<file path="config.mk">
export PLATFORM = sky130hd
export DESIGN_NAME = escape_sequence_decoder_flat
export DESIGN_NICKNAME = d
export VERILOG_FILES = /design/src/design/esd_pkg.sv /design/src/design/esd_in_if.sv /design/src/design/esd_out_if.sv /design/src/design/escape_sequence_decoder.sv /design/src/flat_wrapper.sv
export SDC_FILE = /design/constraint.sdc
export NUM_CORES = 1
export LEC_CHECK = 0
export ABC_AREA = 1
export BUFFER_PORTS_ARGS = -buffer_cell sky130_fd_sc_hd__clkbuf_2
export CAP_MARGIN = 30
export CORE_MARGIN = 5
export CORE_UTILIZATION = 56
export DETAILED_ROUTE_END_ITERATION = 8
export MAX_ROUTING_LAYER = met4
export PLACE_DENSITY = 0.89
export REMOVE_ABC_BUFFERS = 1
export SYNTH_ARGS = -nofsm -noshare
export SYNTH_HDL_FRONTEND = slang
export SYNTH_SLANG_ARGS = --single-unit
</file>
<file path="constraint.sdc">
create_clock -name clk_i -period 5.74 [get_ports clk_i]
set_clock_uncertainty 0.1 [all_clocks]
set_input_delay 0.861 -clock clk_i [delete_from_list [all_inputs] [get_ports clk_i]]
set_output_delay 0.861 -clock clk_i [all_outputs]
set_load 0.05 [all_outputs]
</file>
<file path="src/design/esd_pkg.sv">
// Shared types, character codes and decode helpers for the escape decoder.
`timescale 1ns / 1ps
`default_nettype none

package esd_pkg;

  localparam int unsigned ByteW  = 8;
  localparam int unsigned CountW = 16;

  localparam logic [CountW-1:0] MaxLenReset = 16'hFFFF;

  localparam logic [ByteW-1:0] CharNul    = 8'h00;
  localparam logic [ByteW-1:0] CharBslash = 8'h5C;
  localparam logic [ByteW-1:0] CharX      = 8'h78;
  localparam logic [ByteW-1:0] CharN      = 8'h6E;
  localparam logic [ByteW-1:0] CharR      = 8'h72;
  localparam logic [ByteW-1:0] CharA      = 8'h61;
  localparam logic [ByteW-1:0] CharT      = 8'h74;
  localparam logic [ByteW-1:0] CharB      = 8'h62;
  localparam logic [ByteW-1:0] CharF      = 8'h66;
  localparam logic [ByteW-1:0] CharV      = 8'h76;
  localparam logic [ByteW-1:0] Char0      = 8'h30;
  localparam logic [ByteW-1:0] Char9      = 8'h39;
  localparam logic [ByteW-1:0] CharUpA    = 8'h41;
  localparam logic [ByteW-1:0] CharUpF    = 8'h46;
  localparam logic [ByteW-1:0] CharLoF    = 8'h66;
  localparam logic [ByteW-1:0] LowerMask  = 8'h20;
  // 'a' - 0xa: maps a lowercase hex letter onto its digit value
  localparam logic [ByteW-1:0] HexAOffset = 8'h57;

  typedef enum logic [1:0] {
    MODE_NORMAL,
    MODE_ESCAPE,
    MODE_XSEEN,
    MODE_ONEHEX
  } mode_e;

  typedef struct packed {
    logic [ByteW-1:0]  out_byte;
    logic              string_done;
    logic [CountW-1:0] byte_count;
    logic              last_in_run;
  } result_t;

  function automatic logic is_hex(input logic [ByteW-1:0] c);
    return (c >= Char0 && c <= Char9) || (c >= CharA && c <= CharLoF) ||
           (c >= CharUpA && c <= CharUpF);
  endfunction

  function automatic logic [3:0] hex_value(input logic [ByteW-1:0] c);
    logic [ByteW-1:0] v;
    v = (c | LowerMask) - HexAOffset;
    if (c <= Char9) begin
      return c[3:0];
    end
    return v[3:0];
  endfunction

  function automatic logic [ByteW-1:0] escape_code(input logic [ByteW-1:0] c);
    logic [ByteW-1:0] r;
    unique case (c)
      CharN:   r = 8'h0A;
      CharR:   r = 8'h0D;
      CharA:   r = 8'h07;
      CharT:   r = 8'h09;
      CharB:   r = 8'h08;
      CharF:   r = 8'h0C;
      CharV:   r = 8'h0B;
      default: r = c;
    endcase
    return r;
  endfunction

endpackage

`default_nettype wire

</file>
<file path="src/design/esd_in_if.sv">
// Source character channel: valid/ready with one byte of payload.
`timescale 1ns / 1ps
`default_nettype none

interface esd_in_if;
  import esd_pkg::*;

  logic             valid;
  logic             ready;
  logic [ByteW-1:0] in_byte;

  modport source (output valid, output in_byte, input ready);
  modport sink   (input valid, input in_byte, output ready);
endinterface

`default_nettype wire

</file>
<file path="src/design/esd_out_if.sv">
// Decoded result channel: valid/ready with data byte or end-of-string count.
`timescale 1ns / 1ps
`default_nettype none

interface esd_out_if;
  import esd_pkg::*;

  logic              valid;
  logic              ready;
  logic [ByteW-1:0]  out_byte;
  logic              string_done;
  logic [CountW-1:0] byte_count;
  logic              last_in_run;

  modport source (output valid, output out_byte, output string_done,
                  output byte_count, output last_in_run, input ready);
  modport sink   (input valid, input out_byte, input string_done,
                  input byte_count, input last_in_run, output ready);
endinterface

`default_nettype wire

</file>
<file path="src/design/escape_sequence_decoder.sv">
// Streaming backslash escape decoder: top level.
//
// Usage: source characters arrive on in_i one per transfer; a zero byte ends
// the string. Decoded bytes leave on out_o, one result per transfer. A string
// always ends with a result that has string_done set and carries in
// byte_count how many data bytes were sent for it. last_in_run marks the final
// result caused by one character; a character may cause zero, one or two.
// cfg_we_i/cfg_wdata_i set the per-string output limit (reset 65535); bytes
// past the limit are dropped until the terminator.
// Flow: a character waits in the input register, is decoded into the result
// queue and is then offered on out_o. Throughput: one character per cycle while
// the queue has room; out_o moves one result per cycle while the receiver is
// ready, so two results from one character take two transfers. A 4-entry result
// queue between the decode register and out_o lets in_i keep taking characters
// while a result waits; on a receiver stall it fills and in_i.ready drops.
// Reset clears the decode state, the queue and sets the limit to 65535.
`timescale 1ns / 1ps
`default_nettype none

module escape_sequence_decoder (
  input  logic                      clk_i,
  input  logic                      rst_ni,
  esd_in_if.sink                    in_i,
  esd_out_if.source                 out_o,
  input  logic                      cfg_we_i,
  input  logic [esd_pkg::CountW-1:0] cfg_wdata_i
);
  import esd_pkg::*;

  localparam int unsigned ResDepth = 4;
  localparam int unsigned PtrW     = $clog2(ResDepth);
  localparam int unsigned FillW    = $clog2(ResDepth + 1);

  // input register
  logic             s1_valid_q;
  logic [ByteW-1:0] s1_byte_q;

  // decode state
  mode_e             mode_q, mode_d;
  logic [3:0]        nib_q, nib_d;
  logic [CountW-1:0] count_q, count_d;
  logic [CountW-1:0] max_q;

  // result queue
  result_t          res_q [ResDepth];
  logic [PtrW-1:0]  wr_ptr_q, rd_ptr_q, wr_ptr_nxt;
  logic [FillW-1:0] fill_q;

  logic pop, room, s1_fire;

  // decode helpers
  logic [ByteW-1:0]  c;
  logic              c_hex, c_nul, c_bs;
  logic [3:0]        hv;
  logic              want0, norm;
  logic [ByteW-1:0]  b0;
  logic              ok0, ok1, done1, sec;
  logic [CountW-1:0] cnt1, cnt2;

  result_t    res_a, res_b;
  logic [1:0] push_n;

  assign pop     = out_o.valid && out_o.ready;
  assign room    = (fill_q <= FillW'(ResDepth - 2)) ||
                   (pop && (fill_q <= FillW'(ResDepth - 1)));
  assign s1_fire = s1_valid_q && room;

  assign in_i.ready = !s1_valid_q || s1_fire;

  always_ff @(posedge clk_i or negedge rst_ni) begin
    if (!rst_ni) begin
      s1_valid_q <= 1'b0;
    end else if (in_i.ready) begin
      s1_valid_q <= in_i.valid;
    end
  end

  always_ff @(posedge clk_i) begin
    if (in_i.valid && in_i.ready) begin
      s1_byte_q <= in_i.in_byte;
    end
  end

  always_ff @(posedge clk_i or negedge rst_ni) begin
    if (!rst_ni) begin
      max_q <= MaxLenReset;
    end else if (cfg_we_i) begin
      max_q <= cfg_wdata_i;
    end
  end

  assign c     = s1_byte_q;
  assign c_hex = is_hex(c);
  assign c_nul = (c == CharNul);
  assign c_bs  = (c == CharBslash);
  assign hv    = hex_value(c);

  // want0/b0: byte the escape state itself produces; norm: the character is
  // then handled as plain text (or as terminator)
  always_comb begin
    want0 = 1'b0;
    b0    = c;
    norm  = 1'b0;
    unique case (mode_q)
      MODE_NORMAL: begin
        norm = 1'b1;
      end
      MODE_ESCAPE: begin
        want0 = !c_nul && (c != CharX);
        b0    = escape_code(c);
        norm  = c_nul;
      end
      MODE_XSEEN: begin
        want0 = !c_hex;
        b0    = CharX;
        norm  = !c_hex;
      end
      MODE_ONEHEX: begin
        want0 = 1'b1;
        b0    = c_hex ? {nib_q, hv} : {4'h0, nib_q};
        norm  = !c_hex;
      end
      default: begin
        norm = 1'b1;
      end
    endcase
  end

  assign ok0   = want0 && (count_q < max_q);
  assign cnt1  = count_q + CountW'(ok0);
  assign done1 = norm && c_nul;
  assign ok1   = norm && !c_nul && !c_bs && (cnt1 < max_q);
  assign cnt2  = cnt1 + CountW'(ok1);
  assign sec   = ok1 || done1;

  // next state
  always_comb begin
    mode_d  = MODE_NORMAL;
    nib_d   = nib_q;
    count_d = cnt2;
    unique case (mode_q)
      MODE_NORMAL: begin
        if (c_bs) begin
          mode_d = MODE_ESCAPE;
        end
      end
      MODE_ESCAPE: begin
        if (c == CharX) begin
          mode_d = MODE_XSEEN;
        end
      end
      MODE_XSEEN: begin
        if (c_hex) begin
          mode_d = MODE_ONEHEX;
          nib_d  = hv;
        end else if (c_bs) begin
          mode_d = MODE_ESCAPE;
        end
      end
      MODE_ONEHEX: begin
        nib_d = 4'h0;
        if (!c_hex && c_bs) begin
          mode_d = MODE_ESCAPE;
        end
      end
      default: begin
        mode_d = MODE_NORMAL;
      end
    endcase
    if (done1) begin
      mode_d  = MODE_NORMAL;
      nib_d   = 4'h0;
      count_d = '0;
    end
  end

  // results to queue
  always_comb begin
    result_t r_first, r_sec;
    r_first.out_byte    = b0;
    r_first.string_done = 1'b0;
    r_first.byte_count  = '0;
    r_first.last_in_run = !sec;
    r_sec.out_byte      = done1 ? CharNul : c;
    r_sec.string_done   = done1;
    r_sec.byte_count    = done1 ? cnt1 : '0;
    r_sec.last_in_run   = 1'b1;
    if (ok0) begin
      res_a  = r_first;
      res_b  = r_sec;
      push_n = 2'd1 + 2'(sec);
    end else begin
      res_a  = r_sec;
      res_b  = r_sec;
      push_n = 2'(sec);
    end
  end

  always_ff @(posedge clk_i or negedge rst_ni) begin
    if (!rst_ni) begin
      mode_q  <= MODE_NORMAL;
      nib_q   <= 4'h0;
      count_q <= '0;
    end else if (s1_fire) begin
      mode_q  <= mode_d;
      nib_q   <= nib_d;
      count_q <= count_d;
    end
  end

  assign wr_ptr_nxt = wr_ptr_q + PtrW'(1);

  always_ff @(posedge clk_i) begin
    if (s1_fire && push_n != 2'd0) begin
      res_q[wr_ptr_q] <= res_a;
    end
    if (s1_fire && push_n == 2'd2) begin
      res_q[wr_ptr_nxt] <= res_b;
    end
  end

  always_ff @(posedge clk_i or negedge rst_ni) begin
    if (!rst_ni) begin
      wr_ptr_q <= '0;
      rd_ptr_q <= '0;
      fill_q   <= '0;
    end else begin
      if (s1_fire) begin
        wr_ptr_q <= wr_ptr_q + PtrW'(push_n);
      end
      if (pop) begin
        rd_ptr_q <= rd_ptr_q + PtrW'(1);
      end
      fill_q <= fill_q - FillW'(pop) + (s1_fire ? FillW'(push_n) : FillW'(0));
    end
  end

  assign out_o.valid       = (fill_q != '0);
  assign out_o.out_byte    = res_q[rd_ptr_q].out_byte;
  assign out_o.string_done = res_q[rd_ptr_q].string_done;
  assign out_o.byte_count  = res_q[rd_ptr_q].byte_count;
  assign out_o.last_in_run = res_q[rd_ptr_q].last_in_run;

  a_fill_bound: assert property (@(posedge clk_i) disable iff (!rst_ni)
    fill_q <= FillW'(ResDepth))
    else $error("result queue overfilled");

  a_done_clears: assert property (@(posedge clk_i) disable iff (!rst_ni)
    s1_fire && done1 |=> mode_q == MODE_NORMAL && count_q == '0 && nib_q == 4'h0)
    else $error("decode state not cleared after string end");

  a_data_count_zero: assert property (@(posedge clk_i) disable iff (!rst_ni)
    out_o.valid && !out_o.string_done |-> out_o.byte_count == '0)
    else $error("data result carries a byte count");

  a_stage_hold: assert property (@(posedge clk_i) disable iff (!rst_ni)
    s1_valid_q && !s1_fire |=> s1_valid_q && $stable(s1_byte_q))
    else $error("stalled input register lost its character");

endmodule

`default_nettype wire
</file>
<file path="src/flat_wrapper.sv">
// flat-port wrapper written by rule: the top's interface ports become plain ports
module escape_sequence_decoder_flat import esd_pkg::*;
  (clk_i, rst_ni, cfg_we_i, cfg_wdata_i, in_i_valid, in_i_in_byte, in_i_ready, out_o_valid, out_o_out_byte, out_o_string_done, out_o_byte_count, out_o_last_in_run, out_o_ready);
  esd_in_if in_i_i ();
  esd_out_if out_o_i ();
  input  logic clk_i;
  input  logic rst_ni;
  input  logic cfg_we_i;
  input  logic [esd_pkg::CountW-1:0] cfg_wdata_i;
  input wire logic [$bits(in_i_i.valid)-1:0] in_i_valid;
  input wire logic [$bits(in_i_i.in_byte)-1:0] in_i_in_byte;
  output wire logic [$bits(in_i_i.ready)-1:0] in_i_ready;
  output wire logic [$bits(out_o_i.valid)-1:0] out_o_valid;
  output wire logic [$bits(out_o_i.out_byte)-1:0] out_o_out_byte;
  output wire logic [$bits(out_o_i.string_done)-1:0] out_o_string_done;
  output wire logic [$bits(out_o_i.byte_count)-1:0] out_o_byte_count;
  output wire logic [$bits(out_o_i.last_in_run)-1:0] out_o_last_in_run;
  input wire logic [$bits(out_o_i.ready)-1:0] out_o_ready;
  assign in_i_i.valid = in_i_valid;
  assign in_i_i.in_byte = in_i_in_byte;
  assign in_i_ready = in_i_i.ready;
  assign out_o_valid = out_o_i.valid;
  assign out_o_out_byte = out_o_i.out_byte;
  assign out_o_string_done = out_o_i.string_done;
  assign out_o_byte_count = out_o_i.byte_count;
  assign out_o_last_in_run = out_o_i.last_in_run;
  assign out_o_i.ready = out_o_ready;
  escape_sequence_decoder u_core (.clk_i(clk_i), .rst_ni(rst_ni), .in_i(in_i_i), .out_o(out_o_i), .cfg_we_i(cfg_we_i), .cfg_wdata_i(cfg_wdata_i));
endmodule
</file>
* Yosys cells after proc, flatten, opt, wreduce, memory -nomap -nowiden *
Memories as Yosys holds them, arrays and structs flattened.
Cells that the tools add are included.

storage, ports and cells
  register bits after elaboration = 54
  memory bits (writable) = 104
  bits of input ports = 29
  output and inout port bits = 28
  logic and storage cells = 104
  memories kept = 1

memories
  name          depth  bits a word  read ports  clocked after memory_dff  wr ports  RTL line                       RTL
  u_core.res_q  4      26           1           0                         2         escape_sequence_decoder.sv:45  result_t res_q [ResDepth];

operators by class
  add/subtract/negate cells = 9
  $lt $le $gt $ge = 10
  equality and inequality tests = 15
  muxes and demuxes = 27
  reductions and logical operators = 33

operators by type and width
  operator                                                                             number
  8-bit by 7-bit == test with 1-bit output, second input constant                      9
  8-bit one-hot mux with 7 select lines                                                1
  16-bit by 1-bit adder with 16-bit output                                             2
  16-bit < comparator                                                                  2
  16-bit 2-to-1 mux                                                                    2
  26-bit 2-to-1 mux                                                                    1
  8-bit one-hot mux with 3 select lines                                                1
  8-bit by 7-bit greater-or-equal comparator with 1-bit output, second input constant  2
  8-bit by 7-bit less-or-equal comparator with 1-bit output, second input constant     2
  1-bit logical AND                                                                    16
  4-bit 2-to-1 mux                                                                     4
  8-bit 2-to-1 mux                                                                     2
  2-bit 2-to-1 mux                                                                     5
  8-bit by 6-bit greater-or-equal comparator with 1-bit output, second input constant  1
  8-bit by 6-bit less-or-equal comparator with 1-bit output, second input constant     1
  8-bit zero test                                                                      1
  8-bit by 7-bit inequality test with 1-bit output, second input constant              1
  2-bit one-hot mux with 4 select lines                                                1
  4-bit one-hot mux with 2 select lines                                                1
  1-bit 2-to-1 mux                                                                     7
  2-bit == test, second input constant                                                 3
  3-bit by 2-bit less-or-equal comparator with 1-bit output, second input constant     2
  1-bit one-hot mux with 3 select lines                                                2
  3-bit nonzero test                                                                   2
  14 further kinds                                                                     23

* Logic depth before layout (Yosys ltp) *
Gate-level depths: netlist of run 1.

  depth in word-level cells = 17
  gate-level depth with buffers = 37
  depth with buffers taken out = 36

* Worst setup path before layout of run 1 *
Ideal clock, no wire load.

  path type = reg2reg
  start = reg u_core.s1_byte_q[1] (netlist: u_core.c[1])
  end = mem u_core.res_q[0][10] in the netlist's numbering (enable)
  setup time = 382 ps
  arrival time = 5034 ps
  data required time = 5258 ps
  slack = 224 ps
  stages on the path, launching flop included = 31
  path buffers = 1
  clock period less this slack = 5516 ps
  path through = edfxtp_1 inv_1 ha_1 clkbuf_1 nand2_1 nand2_1 nand3_2 nand2_2 nand3_2 a21oi_2 ha_1 ha_1 nand2_1 nor2_1 nand2_1 xor2_1 ha_1 nand2_1 nor3_1 o21ai_0 a21oi_1 nor2_1 nor2_1 inv_1 ha_1 inv_1 nor2_2 inv_1 nor2_4 inv_1 nand2_1

RTL lines
  what                    RTL line                       RTL
  start, declared         escape_sequence_decoder.sv:36  logic [ByteW-1:0] s1_byte_q;
  start signal, assigned  escape_sequence_decoder.sv:80  s1_byte_q <= in_i.in_byte;
  end, declared           escape_sequence_decoder.sv:45

==> metrics.md, run 1 <==
| Metric | Value |
|---|---|
| Commonest non-fill, non-tap cell in the layout | nand2_1 |
| Minimum clock period | roughly 5500 ps |
| Required @ worst endpoint | around 5900 ps |
| Mapped cell area | between 9000 and 10000 sq um |
| CP Capture Type | flop |
| Synth async-reset ratio | between 20 and 30% |
| Drc violations | 3 |
| Share of layout cells above drive strength 1 | between 10% and 20% |
| Crit Path Category | reg -> reg |
| Critical-path top delay cell | edfxtp_1 |
| Setup crit start kind | flop |
| Port Buffer Count | 56 |
| Commonest cells after routing, fill and taps aside | nand2_1, nor2_1, edfxtp_1, inv_1, o21ai_0 |
| H-tree depth | 4 |
| Finished Layout Cells | approximately 1400 |
| Critical path arrival | 5660 ps |
| Initial antenna violation count | 0 |
| Number of synthesized flops with an enable pin | between 100 and 150 |
| Die area | ~19000 sq um |
| P_leak | ~4.7 nW |
| Area grow syn2layout | 15.3% |
| Drt total wl | around 24000 um |
| Final ANT Viol Nets | 0 |
| GPL Wtd Cong | about 1 |
| Ant. Diodes | 0 |
| First-pass GRT wire length | about 38000 um |
| Die width | about 140 um |
| Total grt overflow | 0 |
| Slew margin rel. | a little over two fifths |
| Failing checks | DRC |
| CTS tree | done |
| Skew-Pair Late Insertion Delay | about 430 ps |
| Fillcell total | ~1300 |
| Max VDD drop | between 0.3 and 0.4 mV |
| Ys flop type | edfxtp_1 |
| DRT iter0 DRCs | around 1100 |
| Nets | roughly 1300 |
| CORE AREA | 16000 sq um |
| Crit-path max cell delay | about 480 ps |
| Crit-path most repeated cell | nand2_1 |
| Number of clock sinks | approximately 160 |
| DR pass1 iterations | 9 |
| Syn Area/Cell | around 8.3 sq um |
| Number of global-route vias before repair | just under 8000 |
| Highest Clock Rate | approximately 0.18 GHz |
| CTS buffer count | 17 |
| Drt via density | 5.82 |
| WL/cell | 16.7 um |
| Period utilization | between 90% and 100% |
| CTS root buf | clkbuf_16 |
| I/O pin total | 57 |
| Max cap viols | 0 |
| Placed Instances | 1381 |
| Worst hold path type | reg -> reg |
| Starting Density | roughly 57% |
| Max Slew Vio Count | 0 |
| #FFs+latches synth | about 160 |
| Post-CTS Hold Buffers | 0 |
| Register area | 4490 sq um |
| CP max FO | 17 |
| Clock slew at reported path FFs | about 70 ps |
| FP Rows | 46 |
| Synth area leader | edfxtp_1 |
| Status | finished, violations left |
| Gr usage total | 26.4% |
| Hold Vio Cnt, Final | 0 |
| Largest net degree at the start of global routing | 55 |
| Area of the multi-input gates | about 4200 sq um |
| Routed via count | ~8300 |
| Synth top area share | roughly 35% |
| Sequential fraction of the synthesis area | 49.0% |
| Final Hold Slack | 406 ps |
| Post-DP HPWL | between 15000 and 20000 um |
| Final setup fails | 0 |
| Yosys warns | 0 |
| Util after Layout | about two thirds |
| Vert. Die Dim | about 140 um |
| Post-synthesis cell count | about 1100 |
| Power per standard cell area | roughly 470 nW/um^2 |
| Library cells used by synthesis | 47 |
| Worst-Margin Slew | ~860 ps |
| Max clock buf depth | 2 |
| Area contributors post-synth | edfxtp_1, nand2_1, dfrtp_1 |
-- routing by layer --
layer  up-vias  share of wire (%)  global-route usage, %
met2       478                 46                   41.6
met5         -                  0                      -
met1      3837                 41                   35.0
met3        81                 10                   5.48
met4         0                2.7                   7.85
li1       3901                  -                      -
-- power breakdown --
part           switching (mW)  internal, mW  leakage (nW)
Combinational            1.62         0.584          2.79
Sequential              0.148          1.49          1.60
Clock                   0.488         0.602         0.266
Total                    2.25          2.68          4.65
-- cells in the mapped netlist (11+ instances only) --
cell	number
a21oi_1	20
clkbuf_1	20
dfrtp_1	30
dfstp_2	16
edfxtp_1	108
ha_1	45
inv_1	105
nand2_1	272
nand3_1	71
nand4_1	17
nor2_1	179
nor3_1	11
o21ai_0	96
o22ai_1	32
xor2_1	13
-- logic make-up (layout without fill, tap and decap cells) --
group / after synthesis / count (layout) / share of synthesized area, %
xor gates and xnor gates: 17 / 17 / 1.62
AOI/OAI and AO/OA: 173 / 173 / 10.7
adders and majority gates: 46 / 46 / 6.36
buffers and inverters: 147 / 246 / 6.50
DFF: 158 / 158 / 49.0
and+or+nand+nor: 570 / 570 / 25.8
-- worst paths after layout --
| kind | slack, ps | end | cells past startpoint | from |
|---|---|---|---|---|
| min in group asynchronous | 420 | u_core.count_q[7] | 2 | rst_ni |
| hold / removal | 410 | u_core.res_q[2][0] | 2 | u_core.res_q[2][0] |
| setup reg to reg | 260 | u_core.res_q[3][3] | 29 | u_core.c[1] |
| max in group asynchronous | 4710 | u_core.count_q[0] | 2 | rst_ni |
| setup / recovery | 260 | u_core.res_q[3][3] | 29 | u_core.c[1] |
| hold reg to reg | 410 | u_core.res_q[2][0] | 2 | u_core.res_q[2][0] |
-- timing repair --
item,4_1_cts,5_1_grt
pin swaps,0,8
setup endpoints to repair,58,209
resized for setup,2,16
setup buffers,0,13
-- cell type report --
type	instances	area share, %
Sequential cell	158	42.5
Multi-Input combinational cell	806	39.3
Timing Repair Buffer	101	6.32
Clock buffer	17	4.02
Inverter	113	4.02
Tap cell	216	2.56
Clock inverter	15	1.25
-- metrics by stage --
| step | power (mW) | instance area (sq um) | setup slack, ps | setup TNS, ps |
|---|---|---|---|---|
| 6_report | 4.93 | 10600 | 264 | 0 |
| 5_1_grt | 5.20 | 10600 | -45.0 | -368 |
| 4_1_cts | 4.88 | 10400 | 16.1 | 0 |
| 3_5_place_dp | 3.79 | 9840 | -80.4 | -559 |
| 3_3_place_gp | 3.72 | 9840 | 117 | 0 |
| 2_1_floorplan | 3.14 | 9000 | 304 | 0 |
-- registers in the layout, summed over array words and instances (netlist names) --
| signal | cells |
|---|---|
| u_core.max_q | 16 |
| u_core.mode_q | 2 |
| u_core.wr_ptr_q | 2 |
| u_core.fill_q | 3 |
| u_core.rd_ptr_q | 2 |
| u_core.c | 8 |
| u_core.s1_valid_q | 1 |
| u_core.nib_q | 4 |
| u_core.count_q | 16 |
| u_core.res_q | 104 |
-- worst max-delay path, delay by kind of cell, from the launching register on --
| kind | cells | cell delay [ps] |
|---|---|---|
| simple gates | 15 | 2080 |
| fa+ha+maj | 4 | 1050 |
| buf+inv | 5 | 860 |
| compound gates | 5 | 760 |
| flops | 1 | 480 |
Power figures use the tool's default switching activity.
==> inputs of run 2 (changes only) <==
--- a/config.mk
+++ b/config.mk
@@ -8,12 +8,15 @@
 export ABC_AREA = 1
 export BUFFER_PORTS_ARGS = -buffer_cell sky130_fd_sc_hd__clkbuf_2
 export CAP_MARGIN = 30
+export CORE_ASPECT_RATIO = 0.6
 export CORE_MARGIN = 5
 export CORE_UTILIZATION = 56
 export DETAILED_ROUTE_END_ITERATION = 8
+export GPL_TIMING_DRIVEN = 0
 export MAX_ROUTING_LAYER = met4
 export PLACE_DENSITY = 0.89
 export REMOVE_ABC_BUFFERS = 1
+export SKIP_CTS_REPAIR_TIMING = 1
 export SYNTH_ARGS = -nofsm -noshare
 export SYNTH_HDL_FRONTEND = slang
 export SYNTH_SLANG_ARGS = --single-unit
==> metrics.md, run 2 (synthesis gave the netlist of run 1 again) <==
| Metric | Value |
|---|---|
| P_int | 2.81 mW (was 2.68 mW) |
| Nets | 1274 (was 1272) |
| Area grow syn2layout | 19.9% (was 15.3%) |
| FP Rows | 36 (was 46) |
| Top cell family by delay on the critical path | simple AND/OR/NAND/NOR gates (unchanged) |
| Status | finished, violations left (unchanged) |
| CORE AREA | 16100 sq um (was 16000 sq um) |
| Dpl cell area | 9710 sq um (was 9840 sq um) |
| Critical path arrival | 6000 ps (was 5660 ps) |
| I/O pin total | 57 (unchanged) |
| Period utilization | 102% (was 95.4%) |
| Largest regs | u_core.res_q x104, u_core.count_q x16, u_core.max_q x16 (unchanged) |
| Final ANT Viol Nets | 0 (unchanged) |
| Top Usage Layer GRT | met2 (unchanged) |
| Initial antenna violation count | 0 (unchanged) |
| Flop pwr share | 33.0% (was 33.3%) |
| Final setup fails | 17 (was 0) |
| Clock network power share | 23.6% (was 22.1%) |
| WL/cell | 19.4 um (was 16.7 um) |
| Worst-Margin Slew | 985 ps (was 863 ps) |
| Crit-path most repeated cell | nand2_1 (unchanged) |
| Power per standard cell area | 475 nW/um^2 (was 467 nW/um^2) |
| Critical-path top delay cell | dfstp_2 (was edfxtp_1) |
| First-pass GRT wire length | 40000 um (was 38100 um) |
| DRT iter0 DRCs | 1418 (was 1054) |
| Post-DP HPWL | 17600 um (was 16400 um) |
| P_leak | 4.75 nW (was 4.65 nW) |
| Routed via count | 8652 (was 8297) |
| Number of clock sinks | 158 (unchanged) |
| Drc violations | 0 (was 3) |
| Drt via density | 6.09 (was 5.82) |
| Vert. Die Dim | 109 um (was 138 um) |
| Max cap viols | 0 (unchanged) |
| H-tree depth | 4 (unchanged) |
| CTS buffer count | 17 (unchanged) |
| Total grt overflow | 0 (unchanged) |
| Max Slew Vio Count | 0 (unchanged) |
| Met2 Usage GRT | 40.3% (was 41.6%) |
| Combinational share of power | 43.4% (was 44.6%) |
| GPL Wtd Cong | 0.983 (was 1.02) |
| Clock slew at reported path FFs | 80 ps (was 70 ps) |
| Required @ worst endpoint | 5910 ps (was 5920 ps) |
| Max clock buf depth | 2 (unchanged) |
| Highest Clock Rate | 0.171 GHz (was 0.183 GHz) |
| Crit Path Category | reg -> reg (unchanged) |
| Max VDD drop | 0.367 mV (was 0.306 mV) |
| Largest register FFs | 104 (unchanged) |
| Grt met1 use | 39.5% (was 35.0%) |
| Sw power | 2.41 mW (was 2.25 mW) |
| Port Buffer Count | 56 (unchanged) |
| Hold Vio Cnt, Final | 0 (unchanged) |
| Unrepaired setup endpoints after global routing | yes |
| Net Sw Frac | 46.1% (was 45.7%) |
| CTS tree | done (unchanged) |
| Minimum clock period | 5840 ps (was 5480 ps) |
| Share of layout cells above drive strength 1 | 18.7% (was 15.2%) |
| Largest net degree at the start of global routing | 56 (was 55) |
| Crit-path max cell delay | 520 ps (was 480 ps) |
| Final Instance Area | 11000 sq um (was 10600 sq um) |
| CTS root buf | clkbuf_16 (unchanged) |
| Commonest cells after routing, fill and taps aside | nand2_1, nor2_1, edfxtp_1, inv_1, o21ai_0 (unchanged) |
| Final Hold Slack | 373 ps (was 406 ps) |
| Fillcell total | 1192 (was 1320) |
| Skew-Pair Late Insertion Delay | 440 ps (was 430 ps) |
| Setup slack after layout | -95.6 ps (was 264 ps) |
| Met3 usage | 5.96% (was 5.48%) |
| Die width | 175 um (was 138 um) |
| CP Capture Type | flop (unchanged) |
| Gr usage total | 27.6% (was 26.4%) |
| Number of global-route vias before repair | 7763 (was 7756) |
| Ant. Diodes | 0 (unchanged) |
| Commonest non-fill, non-tap cell in the layout | nand2_1 (unchanged) |
| Starting Density | 56.9% (was 57.3%) |
| Die area | 19100 sq um (was 19000 sq um) |
| Worst hold path type | in -> async (was reg -> reg) |
| CP max FO | 17 (unchanged) |
| Slew margin rel. | 34.4% (was 42.4%) |
| Top reg by flops | u_core.res_q (unchanged) |
| Post-route total power | 5.22 mW (was 4.93 mW) |
| DR pass1 iterations | 7 (was 9) |
| Drt total wl | 27500 um (was 23800 um) |
| Setup crit start kind | flop (unchanged) |
| Failing checks | setup timing (was DRC) |
| CP bufs+invs | 4 (was 5) |
[run 2: changes by cell type in the layout (fill, tap and decap cells not counted), sizes merged]
cell	delta
bufinv	+2
clkinv	-7
clkinvlp	+3
inv	+1
o21ai	+2
[run 2: cell type report]
cell class | count | area (sq um) | area share [%]
multi-input combinational | 808 | 4400 | 40.0
clock inverter | 14 | 195 | 1.78
timing repair buffer | 101 | 776 | 7.06
tap | 209 | 262 | 2.38
clock buffer | 17 | 425 | 3.87
inverter | 113 | 439 | 4.00
sequential | 158 | 4500 | 40.9
[run 2: worst register-to-register path: cells and delay by family (launching register included)]
family / cells / cell delay (ps)
compound gates: 8 / 1600
xor+xnor: 1 / 220
fa+ha+maj: 5 / 1080
buf+inv: 4 / 390
flops: 1 / 520
simple gates: 13 / 1760
[run 2: layer usage]
metal | wire length [um] | vias up | part of all wire (%)
met3 | 3800 | 101 | 14
met5 | 0 | - | 0
met1 | 11000 | 3961 | 40
met4 | 722 | 0 | 2.6
li1 | - | 3896 | -
met2 | 11900 | 694 | 43
[run 2: final timing paths]
path / end / startpoint / cells past startpoint / slack [ps]
max: u_core.res_q[2][13] / u_core.max_q[9] / 31 / -100
min: u_core.s1_valid_q / rst_ni / 1 / 370
max reg2reg: u_core.res_q[2][13] / u_core.max_q[9] / 31 / -100
min reg2reg: u_core.res_q[2][0] / u_core.res_q[2][0] / 2 / 400
max in group asynchronous: u_core.max_q[1] / rst_ni / 2 / 4520
min in group clk_i: u_core.res_q[2][0] / u_core.res_q[2][0] / 2 / 400
[run 2: metrics by stage]
| step | setup TNS [ps] | util [%] | worst slack (ps) | cells |
|---|---|---|---|---|
| 6_report | -320 | 68.1 | -95.6 | 1420 |
| 5_1_grt | -22520 | 68.1 | -333 | 1420 |
| 4_1_cts | -258940 | 64.0 | -1620 | 1379 |
| 3_5_place_dp | -246830 | 60.2 | -1540 | 1348 |
| 3_3_place_gp | -235460 | 59.2 | -1500 | 1342 |
| 2_1_floorplan | 0 | - | 304 | 1077 |
[run 2: power groups by stage]
| stage | combinational, mW | sequential, mW | clock [mW] |
|---|---|---|---|
| after floorplan | 1.48 | 1.65 | 0 |
| after global placement | 1.93 | 1.73 | 0 |
| after detailed placement | 2.08 | 1.74 | 0 |
| after CTS | 2.09 | 1.72 | 1.22 |
| after global routing | 2.42 | 1.74 | 1.27 |
| final | 2.27 | 1.72 | 1.23 |
